`src/design/mfdx_pkg.sv`:
```
// shared constants and types for the marker-framed byte deframer
// no dependencies; imported by marker_frame_deframer_xor_check and its testbench
package mfdx_pkg;

  localparam int unsigned ByteW       = 8;
  localparam int unsigned DataBytes   = 8;   // data bytes per frame
  localparam int unsigned CheckBytes  = 7;   // bytes folded into the xor check
  localparam int unsigned CountW      = 4;
  localparam int unsigned StoreIdxW   = $clog2(DataBytes);
  localparam int unsigned CfgIdxW     = 8;
  localparam int unsigned OutW        = ByteW * DataBytes;

  localparam logic [ByteW-1:0] StartMarkerRst = 8'd170;
  localparam logic [ByteW-1:0] EndMarkerRst   = 8'd85;

  // register indexes on the config channel
  localparam logic [CfgIdxW-1:0] CfgStartMarker = 8'd0;
  localparam logic [CfgIdxW-1:0] CfgEndMarker   = 8'd1;

  localparam logic [CountW-1:0] CountEnd   = CountW'(DataBytes);
  localparam logic [CountW-1:0] CountCheck = CountW'(CheckBytes);

  typedef enum logic [1:0] {
    ST_HUNT  = 2'b01,
    ST_FRAME = 2'b10
  } state_e;

  typedef logic [ByteW-1:0] byte_t;

endpackage

```
`src/design/marker_frame_deframer_xor_check.sv`:
```
// marker-framed byte deframer with xor check, top level
// depends on mfdx_pkg
//
//  channel  | dir | handshake               | payload
//  s_axis   | in  | s_axis_tvalid/tready    | tdata[7:0] rx_byte
//  m_axis   | out | m_axis_tvalid/tready    | tdata[63:0] data_byte_0..7
//  cfg      | in  | cfg_valid_i/cfg_ready_o | cfg_index_i, cfg_data_i
//
// one byte per cycle while s_axis_tready is high; each byte is handled by a compare and an xor update
// straight into the frame state, a good frame lands in the output register
// in the cycle after its end byte. the config channel is always ready.
// reset clears the frame state and loads the marker reset values.
// a held output word stalls the input only when the next byte would close a frame.
module marker_frame_deframer_xor_check
  import mfdx_pkg::*;
(
  input  logic               clk_i,
  input  logic               rst_ni,
  input  logic               s_axis_tvalid,
  output logic               s_axis_tready,
  input  logic [ByteW-1:0]   s_axis_tdata,   // [7:0] rx_byte
  output logic               m_axis_tvalid,
  input  logic               m_axis_tready,
  output logic [OutW-1:0]    m_axis_tdata,   // data_byte_0 in [7:0] up to data_byte_7 in [63:56]
  input  logic               cfg_valid_i,
  output logic               cfg_ready_o,
  input  logic [CfgIdxW-1:0] cfg_index_i,
  input  logic [ByteW-1:0]   cfg_data_i
);

  state_e            state_q, state_d;
  logic [CountW-1:0] cnt_q, cnt_d;
  byte_t             xor_q, xor_d;
  byte_t             store_q [DataBytes];
  byte_t             start_q, end_q;
  logic              out_valid_q, out_valid_d;
  logic [OutW-1:0]   out_data_q;

  logic in_fire, cfg_fire, at_end, frame_ok, load_out;

  assign at_end   = (state_q == ST_FRAME) && (cnt_q >= CountEnd);
  assign in_fire  = s_axis_tvalid && s_axis_tready;
  assign cfg_fire = cfg_valid_i && cfg_ready_o;
  assign frame_ok = (s_axis_tdata == end_q) && (xor_q == store_q[DataBytes-1]);
  assign load_out = in_fire && at_end && frame_ok;

  assign s_axis_tready = !(at_end && out_valid_q && !m_axis_tready);
  assign cfg_ready_o   = 1'b1;

  always_comb begin
    state_d = state_q;
    cnt_d   = cnt_q;
    xor_d   = xor_q;
    if (in_fire) begin
      case (state_q)
        ST_HUNT: begin
          if (s_axis_tdata == start_q) begin
            state_d = ST_FRAME;
            cnt_d   = '0;
            xor_d   = '0;
          end
        end
        ST_FRAME: begin
          if (at_end) begin
            state_d = ST_HUNT;
            cnt_d   = '0;
            xor_d   = '0;
          end else begin
            cnt_d = cnt_q + CountW'(1);
            if (cnt_q < CountCheck) begin
              xor_d = xor_q ^ s_axis_tdata;
            end
          end
        end
        default: begin
          state_d = ST_HUNT;
          cnt_d   = '0;
          xor_d   = '0;
        end
      endcase
    end
  end

  always_comb begin
    out_valid_d = out_valid_q;
    if (m_axis_tready) begin
      out_valid_d = 1'b0;
    end
    if (load_out) begin
      out_valid_d = 1'b1;
    end
  end

  always_ff @(posedge clk_i or negedge rst_ni) begin
    if (!rst_ni) begin
      state_q     <= ST_HUNT;
      cnt_q       <= '0;
      xor_q       <= '0;
      out_valid_q <= 1'b0;
      start_q     <= StartMarkerRst;
      end_q       <= EndMarkerRst;
    end else begin
      state_q     <= state_d;
      cnt_q       <= cnt_d;
      xor_q       <= xor_d;
      out_valid_q <= out_valid_d;
      if (cfg_fire) begin
        case (cfg_index_i)
          CfgStartMarker: start_q <= cfg_data_i;
          CfgEndMarker:   end_q   <= cfg_data_i;
          default: ;
        endcase
      end
    end
  end

  // frame store and output word carry no reset
  always_ff @(posedge clk_i) begin
    if (in_fire && (state_q == ST_FRAME) && !at_end) begin
      store_q[cnt_q[StoreIdxW-1:0]] <= s_axis_tdata;
    end
    if (load_out) begin
      for (int i = 0; i < DataBytes; i++) begin
        out_data_q[i*ByteW +: ByteW] <= store_q[i];
      end
    end
  end

  assign m_axis_tvalid = out_valid_q;
  assign m_axis_tdata  = out_data_q;

  a_cnt_range : assert property (@(posedge clk_i) disable iff (!rst_ni)
    cnt_q <= CountEnd)
    else $error("byte count ran past the end byte");

  a_hunt_cnt : assert property (@(posedge clk_i) disable iff (!rst_ni)
    (state_q == ST_HUNT) |-> (cnt_q == '0 && xor_q == '0))
    else $error("hunt state with stale frame count or xor");

  a_end_returns : assert property (@(posedge clk_i) disable iff (!rst_ni)
    (in_fire && at_end) |=> (state_q == ST_HUNT))
    else $error("end byte did not return to hunting");

  a_word_source : assert property (@(posedge clk_i) disable iff (!rst_ni)
    $rose(m_axis_tvalid) |-> $past(state_q == ST_FRAME && cnt_q == CountEnd && in_fire))
    else $error("output word appeared without an accepted end byte");

endmodule

```
`config.mk`:
```
export PLATFORM = sky130hd
export DESIGN_NAME = marker_frame_deframer_xor_check
export DESIGN_NICKNAME = d
export VERILOG_FILES = /design/src/design/mfdx_pkg.sv /design/src/design/marker_frame_deframer_xor_check.sv
export SDC_FILE = /design/constraint.sdc
export NUM_CORES = 1
export LEC_CHECK = 0
export ABC_AREA = 1
export BUFFER_PORTS_ARGS = -buffer_cell sky130_fd_sc_hd__buf_4
export CAP_MARGIN = 30
export CORE_ASPECT_RATIO = 1.5
export CORE_UTILIZATION = 60
export CTS_CLUSTER_DIAMETER = 100
export DETAILED_ROUTE_END_ITERATION = 16
export PLACE_DENSITY = 0.84
export SYNTH_ARGS = -nofsm -noshare
export SYNTH_HDL_FRONTEND = slang
export SYNTH_SLANG_ARGS = --single-unit
```
`constraint.sdc`:
```
create_clock -name clk_i -period 5.8 [get_ports clk_i]
set_input_delay 0.87 -clock clk_i [delete_from_list [all_inputs] [get_ports clk_i]]
set_output_delay 0.87 -clock clk_i [all_outputs]
set_load 0.05 [all_outputs]
```
==> impl_metrics.toml <==
[cts]
cts_sinks = 159
cts_buffer_depth = 2
cts_tree = "yes"
clk_latency_ns = 0.42
cts_setup_buffers = 0
ctsResizeCount = 0
cts_max_level = 4
clk_pin_slew_ns = 0.06
cts_hold_buf = 0
cts_made_buffers = 17
cts-root-buf = "clkbuf_16"

[routing]
drt_first_pass_iters = 5
wl_per_cell_um = 18.4
drtIter0Drc = 235
vias = 3401
drc = 0
vias_per_cell = 5.50
wirelength_um = 11400
ant_nets = 0

[logic_synthesis]
synthTopCellsByArea = "edfxtp_1 66%, dfrtp_1 9.5%, nand2_1 5.0%, dfstp_2 4.1%, xnor2_1 2.9%"
synthDistinctLibCells = 28
ys_top_cells_by_count = "128 x edfxtp_1, 77 x nand2_1, 37 x inv_1"
synth_enable_flop_cells = 128
syn_nets = 416
ys_ff_latch = 159
netlist_area_um2 = 5790
synth_top_cell_by_area = "edfxtp_1"
synthCells = 385
netlist.area_leader.share = 0.664
synth_most_common_cell = "edfxtp_1"
yosysWarnings = 0
synth.avg_cell_area_um2 = 15.0
ys_seq_area_frac = 0.800
dominantRegCellSynth = "edfxtp_1"
async_flop_share = 0.195

[grt]
grt_overflow = 0
grt_pass1_wl_um = 17300
grt_pass1_vias = 3294
antenna_found_initial = 0
grt_usage = 0.253
grt_max_degree = 65

[timing]
fin_crit_sh = 0.455
slew_headroom = 0.451
hold_ws_ns = 0.366
max_freq_ghz = 0.379
skew_ns = 0.0117
hold_violations = 0
worstMarginPinSlew_ns = 0.820
period_minus_slack_ns = 2.64
final_max_slew_viol_count = 0
tns_ns = 0
setup-violations-final = 0
grt_setup_unrepaired = "false"

[die]
die-area_um2 = 10100
coreArea_um2 = 9310
die_y_um = 122
die_x_um = 82.2
rows = 43
ios = 96
start_util = 0.622

[setup_path]
reg2reg_from = "state_q[0]"
crit_type = "reg2out"
reg2reg_slack_ns = 3.25
cp-start-kind = "register"
cp-end-kind = "output port"
cp_max_fo = 11
rr_endpoint = "m_axis_tdata[37]"
cp.required_ns = 4.93
arrival_ns = 1.77
rr_worst_depth = 9

[run_status]
status = "finished clean"

[final_layout]
antennaDiodeCount = 0
layout-drive-gt1-share = 0.298
post-route-util = 0.770
areaGrowthSynthToFinish_pct = 23.7
fin_nets = 526
fin_area_um2 = 7160

[placement]
port_buffers = 94
placed_area_um2 = 6610
gp_congestion = 0.922
dp_hpwl_um = 7150

[hold_path]
hold_class = "in2async"

[pwr]
power.leakage_uw = 0.00279
cellPowerDensity_nw_per_um2 = 374
peakVddDrop_mv = 0.315

[job]
maxCapViolations = 0
-- flip-flops by register name, indices dropped and copies added (netlist names) --
signal         count
state_q            2
xor_q              8
start_q            8
m_axis_tvalid      1
store_q           64
m_axis_tdata      64
end_q              8
cnt_q              4
-- power breakdown --
part           internal, µW  total (µW)  switching [µW]
registers              1300        1360            57.7
clock network           628        1060             428
logic                  99.5         263             164
total                  2030        2680             650
-- layout by cell type (no fill, tap or decap), drive strengths merged --
master / Yosys / layout
xnor2: 19 / 19
edfxtp: 128 / 128
ha: 2 / 2
clkinv: 0 / 7
o21ai: 21 / 21
inv: 37 / 37
buf: 6 / 97
xor2: 2 / 2
o22ai: 2 / 2
clkbuf: 0 / 20
conb: 1 / 1
dfrtp: 22 / 22
a21boi: 1 / 1
nand3: 8 / 8
nor3: 9 / 9
dfstp: 9 / 9
nand2: 81 / 81
or2: 3 / 3
bufinv: 0 / 2
nor2: 21 / 21
clkinvlp: 0 / 1
nand4: 11 / 11
nor4: 2 / 2
-- cell type report --
class	instances	area (µm²)
fillers	538	2140
repair buffers	97	726
multi-input cells	183	975
inverters	37	139
flip-flops and latches	159	4630
well taps	112	140
clock buffers	20	437
clock inverters	10	118
-- worst max-delay path: stages, from the launching register on --
cell and delay [ns]:
dfstp_2 0.53, inv_1 0.05, nand2_1 0.33, nor2_1 0.13, nand2_1 0.12, buf_4 0.20
-- worst max path at each step --
stage,from,endpoint,slack (ns),cells past startpoint
after global routing,state_q[0],s_axis_tready,3.01,5
after CTS,state_q[0],s_axis_tready,3.15,5
after global placement,s_axis_tdata[0],m_axis_tdata[49],3.17,8
after floorplan,m_axis_tready,m_axis_tdata[0],2.54,6
final,state_q[0],s_axis_tready,3.16,5
after detailed placement,s_axis_tdata[4],m_axis_tdata[30],3.11,9
-- layer usage --
metal  GRT usage  vias to the layer above  wire, µm
met5           0                        -         0
met4       0.120                        0       215
met3      0.0758                       27       838
met2       0.420                      182      6250
met1       0.298                     1645      4100
li1            -                     1547         -
-- through the flow --
step / setup WS [ns] / total power (µW) / cells
2_1_floorplan: 2.54 / 1550 / 385
3_3_place_gp: 3.17 / 1610 / 587
3_5_place_dp: 3.11 / 1630 / 588
4_1_cts: 3.15 / 2680 / 618
5_1_grt: 3.01 / 2770 / 618
6_report: 3.16 / 2680 / 618
-- kinds of logic (layout without fill, tap and decap cells) --
logic type	count (synthesis)	in the layout	share of synthesized area
fa+ha+maj	2	2	0.00432
xor+xnor	21	21	0.0318
compound gates	24	24	0.0261
simple gates	135	135	0.105
other cells	1	1	0.000647
flops	159	159	0.800
buf+inv	43	164	0.0322
No activity file was read; power rests on OpenSTA's default activity.
